`src/rtl/isf_pkg.sv`:
```
package isf_pkg;

  // Geometry limits
  localparam int MAX_WIDTH  = 1024;
  localparam int MAX_HEIGHT = 4096;

  // Field and counter widths
  localparam int PIX_W      = 8;
  localparam int COL_W      = $clog2(MAX_WIDTH);
  localparam int WID_W      = 11;
  localparam int HGT_W      = 13;
  localparam int MODE_W     = 2;
  localparam int CFG_IDX_W  = 2;
  localparam int CFG_DATA_W = 13;
  localparam int LINE_W     = 2 * PIX_W;

  // Arithmetic widths: box sum up to 9*255, kernel values -2040..2295
  localparam int SUM_W      = 12;
  localparam int KRN_W      = 13;

  // Divide by nine as multiply by ceil(2^16/9) and shift; exact for sums below 2^15
  localparam int DIV9_W     = 13;
  localparam int DIV9_SHIFT = 16;
  localparam logic [DIV9_W-1:0] DIV9_MULT = DIV9_W'(7282);

  // Result queue
  localparam int FIFO_DEPTH = 8;
  localparam int FIFO_PTR_W = $clog2(FIFO_DEPTH);
  localparam int FIFO_CNT_W = FIFO_PTR_W + 1;

  // Register indexes
  localparam logic [CFG_IDX_W-1:0] CFG_FRAME_WIDTH  = CFG_IDX_W'(0);
  localparam logic [CFG_IDX_W-1:0] CFG_FRAME_HEIGHT = CFG_IDX_W'(1);
  localparam logic [CFG_IDX_W-1:0] CFG_KERNEL_MODE  = CFG_IDX_W'(2);

  // Kernel selection
  localparam logic [MODE_W-1:0] MODE_BOX     = MODE_W'(0);
  localparam logic [MODE_W-1:0] MODE_SHARPEN = MODE_W'(1);
  localparam logic [MODE_W-1:0] MODE_LAPLACE = MODE_W'(2);

  // Per-item window control, decided when the item is accepted
  typedef struct packed {
    logic emit;    // item completes a result
    logic last;    // result is the frame's last pixel
    logic top;     // top window row lies outside the frame
    logic bottom;  // bottom window row lies outside the frame
    logic left;    // left window column lies outside the frame
    logic right;   // right window column lies outside the frame
  } win_ctl_t;

  typedef struct packed {
    logic [PIX_W-1:0] filtered;
    logic             frame_end;
  } result_t;

  // Saturate a signed kernel value to 0..255
  function automatic logic [PIX_W-1:0] clip_u8(input logic signed [KRN_W-1:0] v);
    logic [PIX_W-1:0] r;
    if (v < 0) begin
      r = '0;
    end else if (v > KRN_W'(255)) begin
      r = '1;
    end else begin
      r = v[PIX_W-1:0];
    end
    return r;
  endfunction

endpackage

```
`src/rtl/isf_out_fifo.sv`:
```
module isf_out_fifo import isf_pkg::*; (
  input  logic    clk,
  input  logic    rst_n,
  input  logic    push,
  input  result_t push_data,
  input  logic    pop,
  output logic    not_empty,
  output result_t head
);

  result_t                slot_r [FIFO_DEPTH];
  logic [FIFO_PTR_W-1:0]  wr_ptr_r;
  logic [FIFO_PTR_W-1:0]  rd_ptr_r;
  logic [FIFO_CNT_W-1:0]  cnt_r;

  // Pointers and fill level; the credit count upstream keeps it from overflowing
  always_ff @(posedge clk) begin
    if (!rst_n) begin
      wr_ptr_r <= '0;
      rd_ptr_r <= '0;
      cnt_r    <= '0;
    end else begin
      if (push) begin
        wr_ptr_r <= wr_ptr_r + FIFO_PTR_W'(1);
      end
      if (pop) begin
        rd_ptr_r <= rd_ptr_r + FIFO_PTR_W'(1);
      end
      cnt_r <= cnt_r + FIFO_CNT_W'(push) - FIFO_CNT_W'(pop);
    end
  end

  // Storage
  always_ff @(posedge clk) begin
    if (push) begin
      slot_r[wr_ptr_r] <= push_data;
    end
  end

  assign not_empty = (cnt_r != '0);
  assign head      = slot_r[rd_ptr_r];

endmodule

```
`config.mk`:
```
export PLATFORM = sky130hd
export DESIGN_NAME = isf_out_fifo
export DESIGN_NICKNAME = d
export VERILOG_FILES = /design/src/rtl/isf_pkg.sv /design/src/rtl/isf_out_fifo.sv
export SDC_FILE = /design/constraint.sdc
export NUM_CORES = 1
export LEC_CHECK = 0
export BUFFER_PORTS_ARGS = -buffer_cell sky130_fd_sc_hd__buf_2
export CORE_MARGIN = 3
export CORE_UTILIZATION = 62
export CTS_BUF_LIST = sky130_fd_sc_hd__clkbuf_8
export DETAILED_ROUTE_END_ITERATION = 16
export PLACE_DENSITY = 0.81
export RECOVER_POWER = 25
export SLEW_MARGIN = 20
export SYNTH_ARGS = -nofsm -noshare
export SYNTH_HDL_FRONTEND = slang
export SYNTH_SLANG_ARGS = --single-unit
```
`constraint.sdc`:
```
create_clock -name clk -period 2.1 [get_ports clk]
set_input_delay 0.42 -clock clk [delete_from_list [all_inputs] [get_ports clk]]
set_output_delay 0.42 -clock clk [all_outputs]
set_load 0.01 [all_outputs]
```
# ---- After elaboration in Yosys (flattened, before gate mapping)
# Memories as Yosys holds them, arrays and structs flattened. A register that Yosys moved wholly into a read port is not among the register bits.
# Index checks and enable logic that the tools add are counted.
# W data, S select, Z words.
dict set report totals {
  ram_bits 72
  n_memories 1
  out_inout_bits 10
  wordCells 13
  input_bits 13
  register_bits 10
}
# name words width read_ports rd_clocked_by_memory_dff wr line
set memory_table {}
lappend memory_table {slot_r 8 9 1 1 1 isf_out_fifo.sv:11} ;# result_t slot_r [FIFO_DEPTH];
dict set report classes {
  reduce_logical 1
  n_addsub 4
  mux 4
}
# op count
set op_table {}
lappend op_table {{$add A3 B1 Y3 const B} 2}
lappend op_table {{$mux W3} 2}
lappend op_table {{$add A4 B1 Y4} 1}
lappend op_table {{$reduce_bool A4 Y1} 1}
lappend op_table {{$sub A4 B1 Y4} 1}
lappend op_table {{$mux W1} 2}

# ---- Longest topological paths before layout
dict set report logic_depth {
  depth_word 3
  depth_mapped 8
  ltp_nobuf 8
}

# ---- Worst setup path before layout
# OpenSTA, ideal clock, no wires.
dict set report synth_path {
  kind {register to output}
  start {reg (tool-made name)}
  end {out head[0] (netlist bit)}
  arrival_ps 1394
  required_ps 1680
  n_path_buf 2
  path_slack_ps 286
  path_stages_with_launch 5
  cell_sequence {dfxtp_1 > buf_6 > buf_12 > mux4_1 > mux2_2}
}
# element line
set synth_lines {}
lappend synth_lines {{end: declaration} isf_out_fifo.sv:8} ;# output result_t head

==> results.cfg <==
[die]
core-area_um2 = 5200
die_y_um = 80.1
num_rows = 26
initial_core_util = 0.655
io_pins = 23
dieWidth_um = 80.1
die-area_um2 = 6420

[placement]
pre_cts_ws_ns = 0.155
gp_congestion = 0.771
placed_area_um2 = 3680
io_buffers = 22
hpwl_um = 3620

[worst_setup_path]
critPathBufInv = 2
required_ns = 1.68
critPathTopFamily = multiplexers
worst-setup-path-type = reg2out
critical-path-max-stage-delay_ns = 0.51
cp_data_arrival_time_ns = 1.85
cp-start-kind = register
worstPathCellList = clkbuf_16 > mux4_2 > mux2_4 > buf_6
endpoint_kind = primary output
cp_max_fo = 4
crit_path_top_delay_cell = mux4_2

[power_and_ir_drop]
powerDensity_nw_per_um2 = 864
pwr-share-clk = 0.266
p_leak_nw = 1.37
irDropWorstVdd_mv = 0.625
swShare = 0.229
p_sw_w = 0.000771
power.internal_w = 0.00260
seq_power_share = 0.580
combPwrFrac = 0.154

[hold_path]
hold_class = in2reg

[grt]
antenna_found_initial = 0
grt-ovfl-total = 0
grtUsageTotal = 0.202
grt_max_degree = 19
grt_first_pass_wirelength_um = 8990
grt_pass1_vias = 1663

[clocking]
numCtsBuffers = 9
cts_hold_buf = 0
clock-sinks = 85
cts_post_setup_buffers_inserted = 0
clockBufferDepth = 2
cts_root_buf = clkbuf_8
cts_tree = built
clk_pin_slew_ns = 0.08
h-tree-depth = 3
clkLatencyLatePin_ns = 0.33

[synthesis]
syn-cell-area_um2 = 3410
ys_ff_latch = 85
syn_inst = 171
avgSynthCellArea_um2 = 19.9
seq_area_frac_synth = 0.711
yosysWarnings = 0
synth_nets = 192
post_synth_num_cell_types = 24

[final_layout]
fin_util = 0.750
nets = 236
diodes = 0
drive_above_1_share = 0.318
syn2layout_area_growth_pct = 14.5
stdcell_area_um2 = 3900

[sta]
finalMaxSlewViolations = 0
worst_slew_pin_slew_ns = 0.622
setup_slack_ns = -0.170
fin_crit_sh = 1.08
setup_viol = 9
whs_ns = 0.360
finClkSkew_ns = 0.00699
grt_setup_unrepaired = true
fin_crit_ns = 2.27
clock.fmax_mhz = 440
fin_tns_setup_ns = -1.22
maxSlewHeadroom = 0.585
finalHoldViolations = 0

[run]
drv_cap = 0

[drt]
avgViaCountPerCell = 5.75
ant_nets = 0
drc = 0
firstDrtPassIters = 4
routedWlPerCell_um = 20.9
drt_iter0_drc = 126
wirelength_um = 6050
num_vias = 1667

[outcome]
status = complete, but fails checks
violations = setup timing
[cells by family (layout without fill, tap and decap cells)]
group | after synthesis | count (layout) | share of synthesized area
xor+xnor | 5 | 5 | 0.0129
fa+ha+maj | 8 | 8 | 0.0316
flops | 85 | 85 | 0.711
mux | 30 | 30 | 0.177
buf+inv | 13 | 62 | 0.0217
simple gates | 28 | 28 | 0.0422
compound gates | 2 | 2 | 0.00367
[power by group through the flow]
| stage | logic [W] | registers, W | clock network (W) |
|---|---|---|---|
| floorplan | 0.000313 | 0.00196 | 0 |
| global placement | 0.000413 | 0.00197 | 0 |
| detailed placement | 0.000443 | 0.00198 | 0 |
| CTS | 0.000467 | 0.00195 | 0.000908 |
| global route | 0.000581 | 0.00196 | 0.000982 |
| finish | 0.000520 | 0.00195 | 0.000898 |
[path summary, 6_finish.rpt]
path | start | end | slack, ns | depth (start not counted)
setup reg to reg | cnt_r[0] | cnt_r[2] | 0.41 | 8
setup / recovery | register | head[8] | -0.17 | 4
hold / removal | push_data[7] | slot_r[7][7] | 0.36 | 1
hold reg to reg | rd_ptr_r[1] | register | 0.54 | 2
[synthesized netlist by cell type, drive strengths merged]
master / count / area share
nor2: 6 / 0.0066
inv: 7 / 0.0077
a21o: 1 / 0.0022
a21oi: 1 / 0.0015
xor2: 2 / 0.0051
ha: 7 / 0.026
mux4: 18 / 0.14
nand2: 5 / 0.0055
nor2b: 3 / 0.0055
nand2b: 4 / 0.0073
nand3: 1 / 0.0015
buf: 4 / 0.012
xnor2: 3 / 0.0077
nor3: 2 / 0.0029
edfxtp: 72 / 0.63
and2: 7 / 0.013
dfxtp: 13 / 0.076
mux2i: 3 / 0.0088
fa: 1 / 0.0059
clkbuf: 2 / 0.0022
mux2: 9 / 0.030
[layout by cell type, fill, tap and decap left out, types with 2 or more instances in the layout]
master / instances
inv_1: 10
clkinv_1: 4
clkbuf_1: 6
buf_6: 8
edfxtp_1: 72
nor3_1: 2
mux2i_1: 3
clkbuf_8: 9
nor2_1: 6
nand2b_1: 4
mux4_2: 18
buf_4: 13
and2_1: 7
dfxtp_1: 12
nor2b_1: 3
mux2_2: 4
xor2_1: 2
buf_2: 8
mux2_4: 5
nand2_1: 5
ha_1: 7
clkbuf_16: 2
xnor2_1: 3
[layer usage]
metal	global-route usage	up-vias	part of all wire
li1	-	747	-
met1	0.266	854	0.43
met2	0.325	58	0.51
met3	0.0661	8	0.045
met4	0.0557	0	0.015
met5	0	-	0
[flip-flops by register name, indices dropped and copies added (netlist names), named ones only]
register	flops
wr_ptr_r	3
rd_ptr_r	3
slot_r	72
cnt_r	4
[per-stage QoR]
| stage | instances | power, W |
|---|---|---|
| floorplan | 171 | 0.00228 |
| global placement | 271 | 0.00239 |
| detailed placement | 271 | 0.00242 |
| CTS | 288 | 0.00332 |
| global route | 290 | 0.00353 |
| finish | 290 | 0.00337 |
[repair_timing]
action,in CTS,in global routing
resized for setup,9,25
gates cloned,1,2
endpoints found under the setup margin,9,9
hold endpoints to repair,0,0
[final cells by class]
class                      instances  area [um2]
tap                               70        87.6
clock inverter                     7        26.3
multi-input combinational         73         863
inverter                           7        26.3
timing repair buffer              39         348
clock buffer                       9         124
fill                             328        1300
sequential                        85        2430
(Power assumes the default switching activity.)
