[src/rtl/isf_pkg.sv]
package isf_pkg;

  // Geometry limits
  localparam int MAX_WIDTH  = 1024;
  localparam int MAX_HEIGHT = 4096;

  // Field and counter widths
  localparam int PIX_W      = 8;
  localparam int COL_W      = $clog2(MAX_WIDTH);
  localparam int WID_W      = 11;
  localparam int HGT_W      = 13;
  localparam int MODE_W     = 2;
  localparam int CFG_IDX_W  = 2;
  localparam int CFG_DATA_W = 13;
  localparam int LINE_W     = 2 * PIX_W;

  // Arithmetic widths: box sum up to 9*255, kernel values -2040..2295
  localparam int SUM_W      = 12;
  localparam int KRN_W      = 13;

  // Divide by nine as multiply by ceil(2^16/9) and shift; exact for sums below 2^15
  localparam int DIV9_W     = 13;
  localparam int DIV9_SHIFT = 16;
  localparam logic [DIV9_W-1:0] DIV9_MULT = DIV9_W'(7282);

  // Result queue
  localparam int FIFO_DEPTH = 8;
  localparam int FIFO_PTR_W = $clog2(FIFO_DEPTH);
  localparam int FIFO_CNT_W = FIFO_PTR_W + 1;

  // Register indexes
  localparam logic [CFG_IDX_W-1:0] CFG_FRAME_WIDTH  = CFG_IDX_W'(0);
  localparam logic [CFG_IDX_W-1:0] CFG_FRAME_HEIGHT = CFG_IDX_W'(1);
  localparam logic [CFG_IDX_W-1:0] CFG_KERNEL_MODE  = CFG_IDX_W'(2);

  // Kernel selection
  localparam logic [MODE_W-1:0] MODE_BOX     = MODE_W'(0);
  localparam logic [MODE_W-1:0] MODE_SHARPEN = MODE_W'(1);
  localparam logic [MODE_W-1:0] MODE_LAPLACE = MODE_W'(2);

  // Per-item window control, decided when the item is accepted
  typedef struct packed {
    logic emit;    // item completes a result
    logic last;    // result is the frame's last pixel
    logic top;     // top window row lies outside the frame
    logic bottom;  // bottom window row lies outside the frame
    logic left;    // left window column lies outside the frame
    logic right;   // right window column lies outside the frame
  } win_ctl_t;

  typedef struct packed {
    logic [PIX_W-1:0] filtered;
    logic             frame_end;
  } result_t;

  // Saturate a signed kernel value to 0..255
  function automatic logic [PIX_W-1:0] clip_u8(input logic signed [KRN_W-1:0] v);
    logic [PIX_W-1:0] r;
    if (v < 0) begin
      r = '0;
    end else if (v > KRN_W'(255)) begin
      r = '1;
    end else begin
      r = v[PIX_W-1:0];
    end
    return r;
  endfunction

endpackage

[src/rtl/isf_kernel.sv]
module isf_kernel import isf_pkg::*; (
  input  logic              clk,
  input  logic              rst_n,
  input  logic              lb_valid,
  input  win_ctl_t          lb_ctl,
  input  logic [PIX_W-1:0]  upper_pix,
  input  logic [PIX_W-1:0]  middle_pix,
  input  logic [PIX_W-1:0]  new_pix,
  input  logic [MODE_W-1:0] mode,
  output logic              push,
  output result_t           result
);

  // 3x3 window, [row top..bottom][column left..right]
  logic [PIX_W-1:0] window_r [3][3];

  logic     s2_valid_r;
  win_ctl_t s2_ctl_r;

  logic                    s3_valid_r;
  logic                    s3_last_r;
  logic                    s3_box_r;
  logic [SUM_W-1:0]        s3_sum_r;
  logic signed [KRN_W-1:0] s3_kval_r;

  logic [PIX_W-1:0]        g [3][3];
  logic [SUM_W-1:0]        box_sum;
  logic signed [KRN_W-1:0] c01, c10, c11, c12, c21;
  logic signed [KRN_W-1:0] sharp_v;
  logic signed [KRN_W-1:0] lap_v;
  logic signed [KRN_W-1:0] kval;
  logic                    is_box;
  logic [SUM_W+DIV9_W-1:0] div_prod;

  // Window shift on every item leaving the line buffer
  always_ff @(posedge clk) begin
    if (!rst_n) begin
      for (int j = 0; j < 3; j++) begin
        for (int k = 0; k < 3; k++) begin
          window_r[j][k] <= '0;
        end
      end
    end else if (lb_valid) begin
      for (int j = 0; j < 3; j++) begin
        window_r[j][0] <= window_r[j][1];
        window_r[j][1] <= window_r[j][2];
      end
      window_r[0][2] <= upper_pix;
      window_r[1][2] <= middle_pix;
      window_r[2][2] <= new_pix;
    end
  end

  // Stage control
  always_ff @(posedge clk) begin
    if (!rst_n) begin
      s2_valid_r <= 1'b0;
      s3_valid_r <= 1'b0;
    end else begin
      s2_valid_r <= lb_valid && lb_ctl.emit;
      s3_valid_r <= s2_valid_r;
    end
  end

  // Zero padding at frame borders
  always_comb begin
    for (int j = 0; j < 3; j++) begin
      for (int k = 0; k < 3; k++) begin
        g[j][k] = window_r[j][k];
        if ((j == 0 && s2_ctl_r.top) || (j == 2 && s2_ctl_r.bottom) ||
            (k == 0 && s2_ctl_r.left) || (k == 2 && s2_ctl_r.right)) begin
          g[j][k] = '0;
        end
      end
    end
  end

  // Box sum
  always_comb begin
    box_sum = '0;
    for (int j = 0; j < 3; j++) begin
      for (int k = 0; k < 3; k++) begin
        box_sum = box_sum + SUM_W'(g[j][k]);
      end
    end
  end

  // Cross-shaped kernels
  assign c01 = signed'(KRN_W'(g[0][1]));
  assign c10 = signed'(KRN_W'(g[1][0]));
  assign c11 = signed'(KRN_W'(g[1][1]));
  assign c12 = signed'(KRN_W'(g[1][2]));
  assign c21 = signed'(KRN_W'(g[2][1]));

  assign sharp_v = KRN_W'(9) * c11 - KRN_W'(3) * c01 - c10 - KRN_W'(3) * c12 - c21;
  assign lap_v   = KRN_W'(4) * c11 - c01 - c10 - c12 - c21;

  always_comb begin
    case (mode)
      MODE_SHARPEN: begin
        kval   = sharp_v;
        is_box = 1'b0;
      end
      MODE_LAPLACE: begin
        kval   = lap_v;
        is_box = 1'b0;
      end
      default: begin
        kval   = sharp_v;
        is_box = 1'b1;
      end
    endcase
  end

  // Stage registers
  always_ff @(posedge clk) begin
    if (lb_valid) begin
      s2_ctl_r <= lb_ctl;
    end
    s3_last_r <= s2_ctl_r.last;
    s3_box_r  <= is_box;
    s3_sum_r  <= box_sum;
    s3_kval_r <= kval;
  end

  // Divide the box sum by nine, or saturate the kernel value
  assign div_prod = SUM_W'(s3_sum_r) * DIV9_MULT;

  assign push            = s3_valid_r;
  assign result.filtered = s3_box_r ? div_prod[DIV9_SHIFT +: PIX_W] : clip_u8(s3_kval_r);
  assign result.frame_end = s3_last_r;

endmodule

[config.mk]
export PLATFORM = sky130hd
export DESIGN_NAME = isf_kernel
export DESIGN_NICKNAME = d
export VERILOG_FILES = /design/src/rtl/isf_pkg.sv /design/src/rtl/isf_kernel.sv
export SDC_FILE = /design/constraint.sdc
export NUM_CORES = 1
export LEC_CHECK = 0
export BUFFER_PORTS_ARGS = -buffer_cell sky130_fd_sc_hd__buf_2
export CAP_MARGIN = 5
export CORE_MARGIN = 4
export CORE_UTILIZATION = 40
export CTS_CLUSTER_DIAMETER = 150
export DETAILED_ROUTE_END_ITERATION = 8
export PLACE_DENSITY = 0.6
export SLEW_MARGIN = 20
export SYNTH_ARGS = -nofsm -noshare
export SYNTH_HDL_FRONTEND = slang
export SYNTH_SLANG_ARGS = --single-unit
export TNS_END_PERCENT = 5
[constraint.sdc]
create_clock -name clk -period 9.3 [get_ports clk]
set_clock_uncertainty 0.15 [all_clocks]
set_input_delay 1.86 -clock clk [delete_from_list [all_inputs] [get_ports clk]]
set_output_delay 1.86 -clock clk [all_outputs]
set_load 0.02 [all_outputs]
=== Yosys cells after proc, flatten, opt, wreduce, memory -nomap -nowiden ===
Memories as Yosys holds them, arrays and structs flattened.
Index checks and enable logic that the tools add are counted.

* Bits in writable memories: 72
* Flip-flop bits (word level): 34
* Memories kept: 1
* Output and inout bits: 10

* Magnitude comparators: 2
* Add/sub/neg operators: 16
* Multiply operators: 4
* Eq/ne operators: 2
* Reductions and logical operators: 6
* Bitwise operators: 9
* Multiplexer cells: 26

{| class="wikitable"
|+ Memories
! memory !! depth !! width !! read ports !! clocked after Yosys merged registers in !! wr ports !! line !! text
|-
| window_r || 3 || 24 || 3 || 0 || 3 || isf_kernel.sv:15 || <nowiki>logic [PIX_W-1:0] window_r [3][3];</nowiki>
|}

{| class="wikitable"
|+ Operator list
! kind !! number
|-
| $mux 8 || 20
|-
| $add 12x8->12 || 4
|-
| $sub 13x9->13 || 3
|-
| $mul 12x12->23 const B || 1
|-
| $mul 2x8->10 const A || 2
|-
| $gt 13x9->1 const B || 1
|-
| $lt 13x1->1 const B || 1
|-
| $mux 13 || 1
|-
| $sub 12x10->13 || 1
|-
| $sub 12x9->13 || 1
|-
| $sub 13x11->13 || 1
|-
| $add 11x8->12 || 1
|-
| $mul 4x8->12 const A || 1
|-
| $sub 11x9->12 || 1
|-
| $add 10x8->11 || 1
|-
| $sub 10x8->11 || 1
|-
| $add 9x8->10 || 1
|-
| $add 8x8->9 || 1
|-
| $or 1x1->1 || 9
|-
| $mux 1 || 5
|-
| $logic_or 1x1->1 || 4
|-
| $eq 2x1->1 const B || 1
|-
| $eq 2x2->1 const B || 1
|-
| $reduce_or 2->1 || 1
|-
| $logic_and 1x1->1 || 1
|}

=== Depth between registers and ports, before layout ===
* Word-level depth: 10
* Depth in mapped cells: 21
* Depth with buffers taken out: 20

=== Least setup slack after synthesis ===
Ideal clock, no wire load.

* Path type: reg2out
* From: register s3_sum_r[3]
* To: output port result[4] (netlist name)
* Arrival time: 4.411 ns
* Path buffers: 0
* Setup slack: 2.879 ns
* Cell stages (with the launch flop): 14
* Cells stage by stage: dfxtp_1 > fa_1 > ha_1 > inv_1 > fa_1 > fa_1 > inv_1 > fa_1 > ha_1 > and4_1 > a211o_1 > a221oi_2 > xor2_1 > o21ai_0

{| class="wikitable"
|+ RTL lines
! what !! line !! text
|-
| start: declaration || isf_kernel.sv:23 || <nowiki>logic [SUM_W-1:0] s3_sum_r;</nowiki>
|-
| start signal: assignment || isf_kernel.sv:122 || <nowiki>s3_sum_r <= box_sum;</nowiki>
|-
| end: declaration || isf_kernel.sv:11 || <nowiki>output result_t result</nowiki>
|}

==> reports/qor.yml <==
synth:
  synth_area_mm2: 0.01089
  synth_seq_cells: 106
  ys.warnings.count: 0
  synthCells: 1061
  yosysSeqAreaShare_pct: 26.56
  synth-main-ff-cell: "edfxtp_1"
  syn_avg_cell_area_um2: 10.27
  syn_nets: 1360
  synth-edff-count: 77
  ys_async_sr_fraction_pct: 0
  ys_types: 58
layout:
  nets: 1386
  area_growth_pct: 8.076
  n_fill_cell: 2589
  drive_above_1_share_pct: 6.777
  stdcell_count: 1433
  antenna_cells: 0
critical_path:
  critPathLaunchType: "flop"
  cp-end-kind: "output pin"
  worstRegToRegCells: 20
  path_max_fanout: 4
  cp_data_required_time_ns: 7.29
  criticalPathCategory: "reg2out"
  arrival_ns: 4.96
routing:
  viasPerCell: 5.056
  drc_errors: 0
  vias: 7245
  avgRoutedWirePerCell_um: 16.14
  drt_pass1_iterations: 4
  routed_wl_mm: 23.13
  postRouteAntennaNets: 0
  drtIter0Drc: 490
placement:
  numPortBuffers: 44
  dpl.cell_count: 1417
  hpwl_mm: 19.00
  gp_congestion: 0.8347
timing:
  setup_tns_ns: 0
  post-route-period-util_pct: 74.97
  setup_viol: 0
  clock.fmax_mhz: 143.4
  worst_hold_slack_ns: 0.2132
  finalMaxSlewViolations: 0
  relSlewSlack_pct: 34.74
  worst_slew_pin_slew_ns: 0.9789
  final.min_clock_period_ns: 6.973
  hold_viol_final: 0
  rsz0062_at_grt: "no"
grt:
  overflow: 0
  grt_pass1_wl_mm: 37.92
  grt_max_degree: 79
  grt_usage_pct: 15.55
  grt_pass1_vias: 7437
  antenna_found_initial: 0
floorplanning:
  rows: 60
  fp.dieArea_mm2: 0.02993
  start_util_pct: 40.53
  dieWidth_um: 173.0
  core-area_mm2: 0.02688
  io_pins: 45
  die_h_um: 173.0
clocking:
  post_cts_buffers: 0
  clkLatencyLatePin_ns: 0.36
  clock-sinks: 106
  cts-root-buf: "clkbuf_16"
  cts_hold_buf: 0
  path_clk_slew_ns: 0.08
  htree_levels: 3
  numCtsBuffers: 9
  cts_tree: "done"
  post_cts_resized: 0
  clockBufferDepth: 2
worst_hold_path:
  hold-path-cell-count: 0
  holdCritPathClass: "reg2reg"
run_status:
  outcome: "finished, final reports clean"
flow_run:
  drv_cap: 0
==> Yosys cell counts, drive strengths merged (2+ instances only) <==
cell,count,area share [%]
inv,205,7.1
ha,137,16
fa,127,23
edfxtp,77,21
and3,76,4.4
nor2,50,1.7
nand2,43,1.5
xnor2,35,2.8
a21oi,34,1.6
o21ai,33,1.5
dfxtp,29,5.3
clkbuf,28,0.96
nand2b,22,1.3
xor2,18,1.4
nor2b,17,0.98
and2,10,0.57
a211oi,9,0.67
a21o,9,0.62
nand3,9,0.41
o21a,8,0.55
nor3,7,0.32
or4,7,0.52
o21bai,6,0.41
or3,6,0.34
o22ai,5,0.29
buf,3,0.16
mux2,3,0.31
mux2i,3,0.28
nand3b,3,0.21
nand4,3,0.17
nor4b,3,0.24
o2111ai,3,0.24
o22a,3,0.24
o31a,3,0.24
o41ai,3,0.24
a2111oi,2,0.16
a211o,2,0.16
and4,2,0.16
o211ai,2,0.14
o221ai,2,0.28
o31ai,2,0.14
==> registers in the layout, indices dropped and copies added (netlist names) <==
signal	cells
s3_last_r	1
s2_ctl_r	5
s3_box_r	1
s3_sum_r	12
s2_valid_r	1
s3_kval_r	13
push	1
window_r	72
==> placed cells by master (no fill, tap or decap), types with 21 or more instances in the layout <==
master      n
a21oi_1    32
and3_1     76
buf_2      44
dfxtp_1    29
edfxtp_1   77
fa_1      127
ha_1      137
inv_1     205
nand2_1    43
nand2b_1   21
nor2_1     50
o21ai_0    31
xnor2_1    35
==> layer usage <==
layer | wire (µm) | vias to the layer above | GRT usage, %
met4 | 531 | 0 | 4.623
met5 | 0 | - | 0
li1 | - | 3567 | -
met2 | 11000 | 117 | 25.53
met1 | 11030 | 3526 | 21.67
met3 | 573 | 35 | 1.990
==> worst max-delay path, cell delays in order, from the launching register on <==
cell      delay, ns
dfxtp_1        0.47
fa_1           0.44
ha_1           0.32
inv_1          0.07
fa_1           0.50
fa_1           0.51
inv_1          0.05
fa_1           0.47
ha_1           0.31
and4_1         0.23
a211o_1        0.30
a221oi_2       0.38
nor4b_1        0.10
a311o_1        0.29
buf_2          0.16
==> cells by family (layout without fill, tap and decap cells) <==
family,count (synthesis),count (layout),synth area share [%]
buffers and inverters,236,267,8.191
flip-flops,106,106,26.56
XOR/XNOR,53,53,4.262
adder cells (fa/ha/maj),264,264,39.08
multiplexers,6,6,0.5859
AND/OR/NAND/NOR,261,261,12.97
AO/OA/AOI/OAI,135,135,8.352
==> area by class of cell <==
class / count / area (µm²) / share of cell area [%]
multi-input cells: 719 / 7114 / 60.44
flip-flops and latches: 106 / 2893 / 24.57
inverters: 205 / 769.5 / 6.537
well taps: 341 / 426.7 / 3.625
repair buffers: 46 / 235.2 / 1.998
clock buffers: 9 / 225.2 / 1.913
clock inverters: 7 / 107.6 / 0.9141
==> final timing paths <==
kind | start | end | slack (ns)
worst max-delay path | s3_sum_r[3] | result[5] | 2.33
worst min-delay path | s2_ctl_r[4] | s3_last_r | 0.21
worst max register to register | s2_ctl_r[0] | s3_kval_r[11] | 2.74
worst min register to register | s2_ctl_r[4] | s3_last_r | 0.21
==> metrics by stage <==
stage,cell area (µm²),worst slack [ns],utilization (%)
after floorplan,10890,2.879,-
after global placement,11440,2.787,42.56
after detailed placement,11440,2.721,42.56
after CTS,11770,2.290,43.80
after global routing,11770,2.099,43.80
final,11770,2.327,43.80
Power is not shown: default switching activity piles up to over one toggle a cycle in this logic, so the estimate is an artifact.
